===== config.mk =====
export PLATFORM = sky130hd
export DESIGN_NAME = amqp_frame_deframer
export DESIGN_NICKNAME = d
export VERILOG_FILES = /design/src/amqpd_pkg.sv /design/src/amqpd_parser.sv /design/src/amqp_frame_deframer.sv
export VERILOG_INCLUDE_DIRS = /design/src /design/src/src
export SDC_FILE = /design/constraint.sdc
export NUM_CORES = 1
export LEC_CHECK = 0
export BUFFER_PORTS_ARGS = -buffer_cell sky130_fd_sc_hd__buf_2
export CAP_MARGIN = 20
export CORE_MARGIN = 5
export CORE_UTILIZATION = 50
export CTS_CLUSTER_SIZE = 14
export DETAILED_ROUTE_END_ITERATION = 12
export HOLD_SLACK_MARGIN = 0.15
export PLACE_DENSITY = 0.8
export SETUP_SLACK_MARGIN = 0.5
export SLEW_MARGIN = 15
export SYNTH_ARGS = -nofsm -noshare
export SYNTH_HDL_FRONTEND = slang
export SYNTH_SLANG_ARGS = --single-unit
export TNS_END_PERCENT = 10

===== constraint.sdc =====
create_clock -name clk -period 8 [get_ports clk]
set_input_delay 0.8 -clock clk [delete_from_list [all_inputs] [get_ports clk]]
set_output_delay 0.8 -clock clk [all_outputs]
set_load 0.01 [all_outputs]

===== src/assert_macros.svh =====
`ifndef ASSERT_MACROS_SVH
`define ASSERT_MACROS_SVH

// Implication that must hold on every clock edge outside reset.
`define ASSERT_IMPL(label, ante, cons, msg) \
	label: assert property (@(posedge clk) disable iff (!arst_n) (ante) |-> (cons)) \
		else $error(msg);

// Implication that must hold in the cycle after the antecedent.
`define ASSERT_NEXT(label, ante, cons, msg) \
	label: assert property (@(posedge clk) disable iff (!arst_n) (ante) |=> (cons)) \
		else $error(msg);

`endif


===== src/amqpd_pkg.sv =====
package amqpd_pkg;

	// Frame status codes reported at frame_done.
	localparam logic [1:0] STATUS_OK    = 2'd0;
	localparam logic [1:0] STATUS_BAD   = 2'd1;
	localparam logic [1:0] STATUS_PROTO = 2'd2;

	// One result transaction of the deframer.
	typedef struct packed {
		logic        payload_valid;
		logic [7:0]  payload_byte;
		logic        frame_done;
		logic [1:0]  frame_status;
		logic [7:0]  frame_kind;
		logic [15:0] channel_number;
		logic [31:0] frame_size;
		logic [15:0] class_code;
		logic [15:0] method_code;
		logic        marker_in_payload;
	} result_t;

endpackage


===== src/amqpd_parser.sv =====
module amqpd_parser (
	input  logic              clk,
	input  logic              arst_n,
	input  logic              step,
	input  logic [7:0]        data_byte,
	output amqpd_pkg::result_t res
);
	import amqpd_pkg::*;

	// Parser phase codes.
	localparam logic [1:0] PH_HEADER  = 2'd0;
	localparam logic [1:0] PH_PAYLOAD = 2'd1;
	localparam logic [1:0] PH_END     = 2'd2;
	localparam logic [1:0] PH_PROTO   = 2'd3;

	localparam logic [7:0] END_MARK = 8'hCE;
	localparam logic [7:0] CHAR_A   = 8'h41;
	localparam logic [7:0] CHAR_M   = 8'h4D;
	localparam logic [7:0] CHAR_Q   = 8'h51;
	localparam logic [7:0] CHAR_P   = 8'h50;

	logic [1:0]  phase_q, phase_d;
	logic [31:0] pos_q, pos_d;
	logic [7:0]  type_q, type_d;
	logic [15:0] chan_q, chan_d;
	logic [31:0] size_q, size_d;
	logic [15:0] class_q, class_d;
	logic [15:0] method_q, method_d;
	logic        prefix_q, prefix_d;
	logic        marker_q, marker_d;
	logic [31:0] pos_inc;
	logic [31:0] size_shift;

	assign pos_inc    = pos_q + 32'd1;
	assign size_shift = {size_q[23:0], data_byte};

	// Next state and result for the current byte.
	always_comb begin
		phase_d  = phase_q;
		pos_d    = pos_q;
		type_d   = type_q;
		chan_d   = chan_q;
		size_d   = size_q;
		class_d  = class_q;
		method_d = method_q;
		prefix_d = prefix_q;
		marker_d = marker_q;
		res      = '0;

		case (phase_q)
			PH_HEADER: begin
				if (pos_q == 32'd0) begin
					// Type byte starts a new frame and clears the held fields.
					type_d   = data_byte;
					chan_d   = '0;
					size_d   = '0;
					class_d  = '0;
					method_d = '0;
					marker_d = 1'b0;
					prefix_d = (data_byte == CHAR_A);
					pos_d    = 32'd1;
				end else if (pos_q <= 32'd2) begin
					chan_d = {chan_q[7:0], data_byte};
					if (prefix_q && data_byte != ((pos_q == 32'd1) ? CHAR_M : CHAR_Q)) begin
						prefix_d = 1'b0;
					end
					pos_d = pos_inc;
				end else if (pos_q == 32'd3 && prefix_q && data_byte == CHAR_P) begin
					// "AMQP" seen: switch to the protocol header.
					type_d   = '0;
					chan_d   = '0;
					size_d   = '0;
					prefix_d = 1'b0;
					phase_d  = PH_PROTO;
					pos_d    = 32'd4;
				end else begin
					prefix_d = 1'b0;
					size_d   = size_shift;
					if (pos_q >= 32'd6) begin
						pos_d   = '0;
						phase_d = (size_shift == 32'd0) ? PH_END : PH_PAYLOAD;
					end else begin
						pos_d = pos_inc;
					end
				end
			end
			PH_PAYLOAD: begin
				res.payload_valid = 1'b1;
				res.payload_byte  = data_byte;
				if (data_byte == END_MARK) begin
					marker_d = 1'b1;
				end
				// Method frames carry class and method ids in the first four bytes.
				if (type_q == 8'd1) begin
					case (pos_q)
						32'd0:   class_d  = class_q  | {data_byte, 8'h00};
						32'd1:   class_d  = class_q  | {8'h00, data_byte};
						32'd2:   method_d = method_q | {data_byte, 8'h00};
						32'd3:   method_d = method_q | {8'h00, data_byte};
						default: ;
					endcase
				end
				if (pos_inc >= size_q) begin
					pos_d   = '0;
					phase_d = PH_END;
				end else begin
					pos_d = pos_inc;
				end
			end
			PH_END: begin
				res.frame_done        = 1'b1;
				res.frame_status      = (data_byte == END_MARK) ? STATUS_OK : STATUS_BAD;
				res.marker_in_payload = marker_q;
				pos_d                 = '0;
				phase_d               = PH_HEADER;
			end
			default: begin
				// Protocol header version bytes pass through.
				res.payload_valid = 1'b1;
				res.payload_byte  = data_byte;
				if (pos_q >= 32'd7) begin
					res.frame_done   = 1'b1;
					res.frame_status = STATUS_PROTO;
					pos_d            = '0;
					phase_d          = PH_HEADER;
				end else begin
					pos_d = pos_inc;
				end
			end
		endcase

		res.frame_kind     = type_d;
		res.channel_number = chan_d;
		res.frame_size     = size_d;
		res.class_code     = class_d;
		res.method_code    = method_d;
	end

	// State registers advance once per byte.
	always_ff @(posedge clk or negedge arst_n) begin
		if (!arst_n) begin
			phase_q  <= PH_HEADER;
			pos_q    <= '0;
			type_q   <= '0;
			chan_q   <= '0;
			size_q   <= '0;
			class_q  <= '0;
			method_q <= '0;
			prefix_q <= 1'b0;
			marker_q <= 1'b0;
		end else if (step) begin
			phase_q  <= phase_d;
			pos_q    <= pos_d;
			type_q   <= type_d;
			chan_q   <= chan_d;
			size_q   <= size_d;
			class_q  <= class_d;
			method_q <= method_d;
			prefix_q <= prefix_d;
			marker_q <= marker_d;
		end
	end

endmodule


===== src/amqp_frame_deframer.sv =====
// Channel | Handshake          | Payload
// input   | in_valid/in_stall   | data_byte
// output  | out_valid/out_stall | payload_valid .. marker_in_payload
//
// One byte is accepted per cycle while in_stall is low; a taken byte goes through
// the input register, one pass of the parse logic and the result register before
// its result is on the outputs. Reset (arst_n low) empties both registers and
// returns the parser to wait for a frame type byte. out_stall holds the result
// register, and in_stall rises only while the input register is full and cannot
// move on.
module amqp_frame_deframer (
	input  logic        clk,
	input  logic        arst_n,
	input  logic        in_valid,
	output logic        in_stall,
	input  logic [7:0]  data_byte,
	output logic        out_valid,
	input  logic        out_stall,
	output logic        payload_valid,
	output logic [7:0]  payload_byte,
	output logic        frame_done,
	output logic [1:0]  frame_status,
	output logic [7:0]  frame_kind,
	output logic [15:0] channel_number,
	output logic [31:0] frame_size,
	output logic [15:0] class_code,
	output logic [15:0] method_code,
	output logic        marker_in_payload
);
	import amqpd_pkg::*;

	logic       valid_s1;
	logic [7:0] data_s1;
	logic       valid_s2;
	result_t    res_s2;
	result_t    res_next;
	logic       adv;

	// The input stage moves on when the result register is free or drained.
	assign adv      = valid_s1 && (!valid_s2 || !out_stall);
	assign in_stall = valid_s1 && !adv;

	// Input register.
	always_ff @(posedge clk or negedge arst_n) begin
		if (!arst_n) begin
			valid_s1 <= 1'b0;
		end else if (!in_stall) begin
			valid_s1 <= in_valid;
		end
	end

	always_ff @(posedge clk) begin
		if (in_valid && !in_stall) begin
			data_s1 <= data_byte;
		end
	end

	amqpd_parser u_parser (
		.clk       (clk),
		.arst_n    (arst_n),
		.step      (adv),
		.data_byte (data_s1),
		.res       (res_next)
	);

	// Result register.
	always_ff @(posedge clk or negedge arst_n) begin
		if (!arst_n) begin
			valid_s2 <= 1'b0;
		end else if (!valid_s2 || !out_stall) begin
			valid_s2 <= valid_s1;
		end
	end

	always_ff @(posedge clk) begin
		if (adv) begin
			res_s2 <= res_next;
		end
	end

	assign out_valid         = valid_s2;
	assign payload_valid     = res_s2.payload_valid;
	assign payload_byte      = res_s2.payload_byte;
	assign frame_done        = res_s2.frame_done;
	assign frame_status      = res_s2.frame_status;
	assign frame_kind        = res_s2.frame_kind;
	assign channel_number    = res_s2.channel_number;
	assign frame_size        = res_s2.frame_size;
	assign class_code        = res_s2.class_code;
	assign method_code       = res_s2.method_code;
	assign marker_in_payload = res_s2.marker_in_payload;

	// Assertions.
`include "assert_macros.svh"
	`ASSERT_IMPL(a_idle_fields, out_valid && !frame_done, frame_status == STATUS_OK && !marker_in_payload, "status or marker set without frame_done")
	`ASSERT_IMPL(a_proto_only, out_valid && payload_valid && frame_done, frame_status == STATUS_PROTO && !marker_in_payload, "payload byte on a frame end byte")
	`ASSERT_IMPL(a_byte_zero, out_valid && !payload_valid, payload_byte == 8'd0, "payload byte not cleared")
	`ASSERT_NEXT(a_no_loss, in_stall, valid_s1, "stalled input transaction lost")

endmodule

==> results.yml, run 1 <==
synth:
  yosysTopAreaCellShare: 0.295
  ys_warn_count: 0
  synth-edff-count: 109
  ys_async_sr_fraction: 0.536
  ys_seq_area_frac: 0.578
  synth_fp_nets: 1050
  ys.flop_type: "dfrtp_1"
  mappedNetlistArea_um2: 11100
  ys_ff_latch: 235
  synth_cells: 1002
  avgSynthCellArea_um2: 11.1
  yosys.cell_types.count: 55
  synth_top_area_cell: "edfxtp_1"
  synth_area_leaders: "edfxtp_1 29%, dfrtp_1 28%, a22o_1 8.8%"
global_routing:
  antenna_found_initial: 0
  grt_pass1_vias: 8195
  track_usage: 0.204
  grt_max_degree: 114
  grt_overflow: 0
  grt_pass1_wl_um: 43600
routing:
  top_layer: "met4"
  wl_per_cell_um: 19.3
  drt-vias-per-instance: 6.11
  drc: 0
  wl_met2_um: 12900
  wirelength_um: 26500
  wirelength_met1_um: 10500
  vias: 8426
  first_pass_iters: 6
  met3_length_um: 2220
  drt-initial-drc-count: 986
  ant_nets: 0
sta:
  setup_viol: 0
  fin_skew_ns: 0.0144
  hold_viol_final: 0
  min_period_over_period: 0.521
  finalSetupTns_ns: 0
  slew_viol_final: 0
  fmax_mhz: 240
  layout_min_cycle_time_ns: 4.17
  rsz0062_at_grt: "no"
  max_slew_margin: 0.295
  worst-slew-pin-transition_ns: 1.06
  setup_slack_ns: 3.83
critical_path:
  cp_top_family: "simple AND/OR/NAND/NOR gates"
  cp-end-kind: "register"
  r2r_setup_slack_ns: 3.83
  crit_type: "reg -> reg"
  max_stage_delay_ns: 0.62
  worstPathRequired_ns: 8.36
  cp_cell_sequence: "ha_1 > nand4_1 > nor4_1 > buf_4 > nand3_1 > nor2_1 > xor2_1 > ha_1 > nand4_1 > nor4_1 > o21ai_0 > a31o_2 > a21oi_1 > buf_4 > o21ai_0"
  arrival_ns: 4.53
  cp_max_fo: 30
  cp-start-kind: "register"
  worst-path-buf-inv: 2
  cpMaxStageDelayCell: "ha_1"
clock_network:
  cts.path.max_buffers: 3
  cts_tree: "yes"
  insertion_delay_ns: 0.50
  post_cts.repair.setup_buffers: 0
  cts_buffers: 23
  cts_resized: 0
  path_clk_slew_ns: 0.07
  cts_root_buffer: "clkbuf_16"
  h-tree-depth: 1
  numClockSinks: 235
  holdBufCountCts: 0
placed_design:
  dp_hpwl_um: 17800
  dpl_cell_area_um2: 11800
  io_buffers: 114
  gp_congestion: 0.933
  place_ws_ns: 3.92
die:
  die_h_um: 159
  core_region_area_um2: 21800
  start_util: 0.509
  num_rows: 54
  io_pins: 115
  dieArea_um2: 25300
  fp.dieW_um: 159
layout:
  area_growth_pct: 13.3
  post-route-util: 0.577
  stdcell_area_um2: 12600
  diodes: 0
  final_cell_mix: "134 x nand2_1, 126 x dfrtp_1, 113 x buf_2, 112 x a22o_1, 109 x edfxtp_1"
  nNetsFinal: 1130
  fillers: 1714
  drive_gt1_frac: 0.158
  final_common_cell: "nand2_1"
power:
  ir_drop_uv: 159
  pwr-share-seq: 0.411
  power.internal_mw: 2.91
  combPwrFrac: 0.361
  power_leakage_nw: 5.49
  switching_share: 0.373
  p_clk_frac: 0.228
  switchingPower_mw: 1.73
  powerDensity_nw_per_um2: 369
run_status:
  status: "finished clean"
min_path:
  min_path_type: "in -> async"
run:
  cap_violations: 0
-- area by class of cell --
type                    count  area, um2  area share
multi-input cells         657       4260       0.338
flip-flops and latches    235       6430       0.510
inverters                  41        159      0.0126
clock inverters            10        109     0.00864
repair buffers            124        667      0.0530
clock buffers              31        626      0.0497
well taps                 280        350      0.0278
-- logic make-up after synthesis --
group / after synthesis / share of synthesized area
fa+ha+maj: 36 / 0.0405
xor+xnor: 39 / 0.0307
mux: 3 / 0.00293
simple gates: 340 / 0.149
compound gates: 239 / 0.159
flops: 235 / 0.578
buf+inv: 110 / 0.0387
-- per-stage QoR --
| step | cells | power, mW | hold slack, ns |
|---|---|---|---|
| after floorplan | 1002 | 3.06 | 0.449 |
| after global placement | 1334 | 3.48 | 0.461 |
| after detailed placement | 1335 | 3.56 | 0.470 |
| after CTS | 1376 | 4.62 | 0.300 |
| after global routing | 1378 | 4.91 | 0.334 |
| final | 1378 | 4.64 | 0.294 |
-- state kept, by name, summed over array words and instances, names as in the netlist, 8 cells and up --
signal,flops
frame_size,32
channel_number,16
u_parser.pos_q,32
method_code,16
u_parser.type_q,8
frame_kind,8
u_parser.class_q,16
u_parser.size_q,32
class_code,16
u_parser.chan_q,16
payload_byte,8
u_parser.method_q,16
data_s1,8
-- Yosys cell counts, drive strengths merged, types with 3 or more instances --
library cell / instances
and3: 12
inv: 41
and2: 22
ha: 36
and4: 7
nand2: 134
or4: 5
nor4: 18
or3: 6
a21oi: 31
edfxtp: 109
buf: 13
nand3: 39
or2: 3
xnor2: 23
a22o: 112
nand2b: 4
o31ai: 12
a31oi: 31
a21o: 3
xor2: 16
o21ai: 28
dfrtp: 126
o22ai: 3
nor2: 54
nor3: 10
clkbuf: 56
nand4: 19
-- power groups by stage --
stage | sequential, mW | combinational, mW | clock [mW]
after floorplan | 1.93 | 1.13 | 0
after global placement | 1.91 | 1.57 | 0
after detailed placement | 1.93 | 1.63 | 0
after CTS | 1.90 | 1.64 | 1.07
after global routing | 1.95 | 1.83 | 1.13
final | 1.91 | 1.67 | 1.06
-- layer usage --
layer,GRT usage,vias up
met5,0,-
met2,0.337,436
li1,-,3850
met1,0.274,4070
met4,0.0733,0
met3,0.0355,70
-- path summary, 6_finish.rpt --
check,endpoint,from,depth (start not counted)
worst max-delay path,u_parser.pos_q[21],u_parser.pos_q[0],15
worst min-delay path,valid_s1,arst_n,1
worst max register to register,u_parser.pos_q[21],u_parser.pos_q[0],15
worst min register to register,u_parser.method_q[7],u_parser.method_q[7],2
max in group asynchronous,u_parser.size_q[26],arst_n,2
min in group clk,data_s1[0],data_byte[0],1
Note: power is estimated with default switching activity, not from simulation.
==> inputs of run 2 (changes only) <==
--- a/config.mk
+++ b/config.mk
@@ -6,6 +6,7 @@
 export SDC_FILE = /design/constraint.sdc
 export NUM_CORES = 1
 export LEC_CHECK = 0
+export ABC_AREA = 1
 export BUFFER_PORTS_ARGS = -buffer_cell sky130_fd_sc_hd__buf_2
 export CAP_MARGIN = 20
 export CORE_MARGIN = 5
@@ -13,7 +14,7 @@
 export CTS_CLUSTER_SIZE = 14
 export DETAILED_ROUTE_END_ITERATION = 12
 export HOLD_SLACK_MARGIN = 0.15
-export PLACE_DENSITY = 0.8
+export PLACE_DENSITY = 0.83
 export SETUP_SLACK_MARGIN = 0.5
 export SLEW_MARGIN = 15
 export SYNTH_ARGS = -nofsm -noshare
==> constraint.sdc (replaced) <==
create_clock -name clk -period 3.6 [get_ports clk]
set_input_delay 0.36 -clock clk [delete_from_list [all_inputs] [get_ports clk]]
set_output_delay 0.36 -clock clk [all_outputs]
set_load 0.01 [all_outputs]
==> results.yml, run 2 <==
run_status:
  status: "finished clean"
routing:
  ant_nets: 0
  drc: 0
  drt-vias-per-instance: 5.69
  wl_met2_um: 16500
  met3_length_um: 2970
  top_layer: "met4"
  drt-initial-drc-count: 1357
  wl_per_cell_um: 18.1
  first_pass_iters: 5
  wirelength_um: 34100
  wirelength_met1_um: 13200
  vias: 10714
power:
  p_clk_frac: 0.221
  switchingPower_mw: 4.71
  power_leakage_nw: 6.85
  pwr-share-seq: 0.359
  powerDensity_nw_per_um2: 784
  combPwrFrac: 0.420
  switching_share: 0.412
  power.total_mw: 11.4
  power.internal_mw: 6.73
  ir_drop_uv: 423
sta:
  setup_viol: 0
  hold_slack_ns: 0.470
  rsz0062_at_grt: "yes"
  fin_skew_ns: 0.0109
  min_period_over_period: 0.834
  fmax_mhz: 333
  max_slew_margin: 0.269
  worst-slew-pin-transition_ns: 1.10
  slew_viol_final: 0
  setup_slack_ns: 0.597
  hold_viol_final: 0
  finalSetupTns_ns: 0
  layout_min_cycle_time_ns: 3.00
synth:
  ys_async_sr_fraction: 0.536
  mappedNetlistArea_um2: 12300
  yosysTopAreaCellShare: 0.266
  synth.most_common_cell: "nand2_1"
  synth_fp_nets: 1451
  ys_seq_area_frac: 0.523
  ys_warn_count: 0
  avgSynthCellArea_um2: 8.76
  ys_ff_latch: 235
  synth_top_area_cell: "edfxtp_1"
  synth_area_leaders: "edfxtp_1 27%, dfrtp_1 26%, nand2_1 11%"
  yosys-top-cells-count: "353 x nand2_1, 184 x inv_1, 126 x dfrtp_1"
  synth_cells: 1403
  ys.flop_type: "dfrtp_1"
  synth-edff-count: 109
  yosys.cell_types.count: 42
layout:
  post-route-util: 0.602
  stdcell_area_um2: 14600
  area_growth_pct: 18.7
  diodes: 0
  drive_gt1_frac: 0.205
  final_common_cell: "nand2_1"
  fillers: 1945
  final_cells: 1882
  final_cell_mix: "342 x nand2_1, 178 x inv_1, 113 x buf_2, 111 x dfrtp_1, 109 x edfxtp_1"
  nNetsFinal: 1588
global_routing:
  grt_overflow: 0
  grt_max_degree: 136
  track_usage: 0.229
  grt_pass1_vias: 9944
  antenna_found_initial: 0
  grt_pass1_wl_um: 52500
die:
  io_pins: 115
  start_util: 0.507
  fp.dieW_um: 167
  die_h_um: 167
  num_rows: 57
  dieArea_um2: 27800
  core_region_area_um2: 24200
placed_design:
  dpl_cell_area_um2: 13100
  gp_congestion: 0.909
  dp_hpwl_um: 22100
  io_buffers: 114
  place_ws_ns: 0.121
  place_inst: 1792
clock_network:
  cts_tree: "yes"
  path_clk_slew_ns: 0.07
  cts_buffers: 25
  cts.path.max_buffers: 3
  cts_root_buffer: "clkbuf_16"
  h-tree-depth: 1
  insertion_delay_ns: 0.53
  numClockSinks: 235
critical_path:
  r2r_setup_slack_ns: 0.60
  endpoint: "u_parser.pos_q[15]"
  cp-end-kind: "register"
  worstPathRequired_ns: 3.98
  rr_worst_depth: 19
  cp_max_fo: 7
  arrival_ns: 3.38
  worstReg2RegEnd: "u_parser.pos_q[15]"
  crit_type: "reg -> reg"
  r2r-start: "u_parser.pos_q[13]"
  cp-start-kind: "register"
  critPathLaunch: "u_parser.pos_q[13]"
min_path:
  min_path_type: "in -> async"
run:
  cap_violations: 0
==> run 2: cell types whose count changed after synthesis, sizes merged, moves of 21 or more <==
cell    previous run  this run
nand2            134       355
inv               41       191
a22o             112         0
o21ai             28       121
o22ai              3        66
nand3             39        90
nor2              54       102
a31oi             31         8
and2              22         0
clkbuf            56        35
==> run 2: layout make-up <==
class / instances / area, um2 / share of cell area
Timing Repair Buffer: 176 / 1150 / 0.0789
Clock inverter: 19 / 165 / 0.0113
Tap cell: 324 / 405 / 0.0278
Sequential cell: 235 / 6440 / 0.442
Inverter: 191 / 717 / 0.0492
Multi-Input combinational cell: 911 / 5070 / 0.348
Clock buffer: 26 / 629 / 0.0431
==> run 2: worst min path at each step <==
stage	to	depth (start not counted)	slack [ns]	start
2_1_floorplan	out_valid	0	0.06	arst_n
3_3_place_gp	u_parser.method_q[2]	2	0.46	u_parser.method_q[2]
3_5_place_dp	u_parser.method_q[2]	2	0.47	u_parser.method_q[2]
4_1_cts	u_parser.method_q[2]	2	0.48	u_parser.method_q[2]
5_1_grt	u_parser.method_q[3]	2	0.51	u_parser.method_q[3]
6_report	u_parser.class_q[5]	2	0.47	arst_n
==> run 2: metal layers <==
layer / vias to the layer above / GRT usage
li1: 4933 / -
met1: 5037 / 0.307
met2: 641 / 0.382
met3: 103 / 0.0306
met4: 0 / 0.0832
met5: - / 0
==> run 2: critical path: stages (launching register included) <==
cell and delay (ns):
dfrtp_2 0.42, buf_4 0.13, nand2_1 0.07, nor3_2 0.18, nand3_1 0.23, nor2_2 0.19, nand3_1 0.09, nand2_1 0.13
inv_1 0.09, ha_1 0.29, nand2_1 0.06, nor2_1 0.11, nand4_1 0.10, nor2_1 0.15, nand2_2 0.09, nand2_4 0.09
nand3_4 0.12, clkbuf_16 0.20, nand2_1 0.05, o21ai_0 0.08
==> run 2: power by group through the flow <==
stage,Clock (mW),Sequential (mW),Combinational (mW)
2_1_floorplan,0,4.19,3.07
3_3_place_gp,0,4.10,4.26
3_5_place_dp,0,4.13,4.37
4_1_cts,2.55,4.09,4.42
5_1_grt,2.68,4.18,5.21
6_report,2.53,4.10,4.80
==> run 2: repair_timing <==
| item | 4_1_cts | 5_1_grt |
|---|---|---|
| resized for setup | 13 | 74 |
| hold endpoints to repair | 70 | 0 |
| buffers inserted | 7 | 24 |
| cloned | 0 | 2 |
| pin swaps | 1 | 24 |
| hold buffers | 11 | 0 |
| setup endpoints to repair | 34 | 34 |
==> run 2: kinds of logic (layout without fill, tap and decap cells) <==
family | after synthesis | in the layout | synth area share
AO/OA/AOI/OAI | 244 | 244 | 0.118
XOR/XNOR | 27 | 27 | 0.0192
adder cells (fa/ha/maj) | 36 | 36 | 0.0367
buffers and inverters | 257 | 412 | 0.0878
flip-flops | 235 | 235 | 0.523
AND/OR/NAND/NOR | 604 | 604 | 0.216
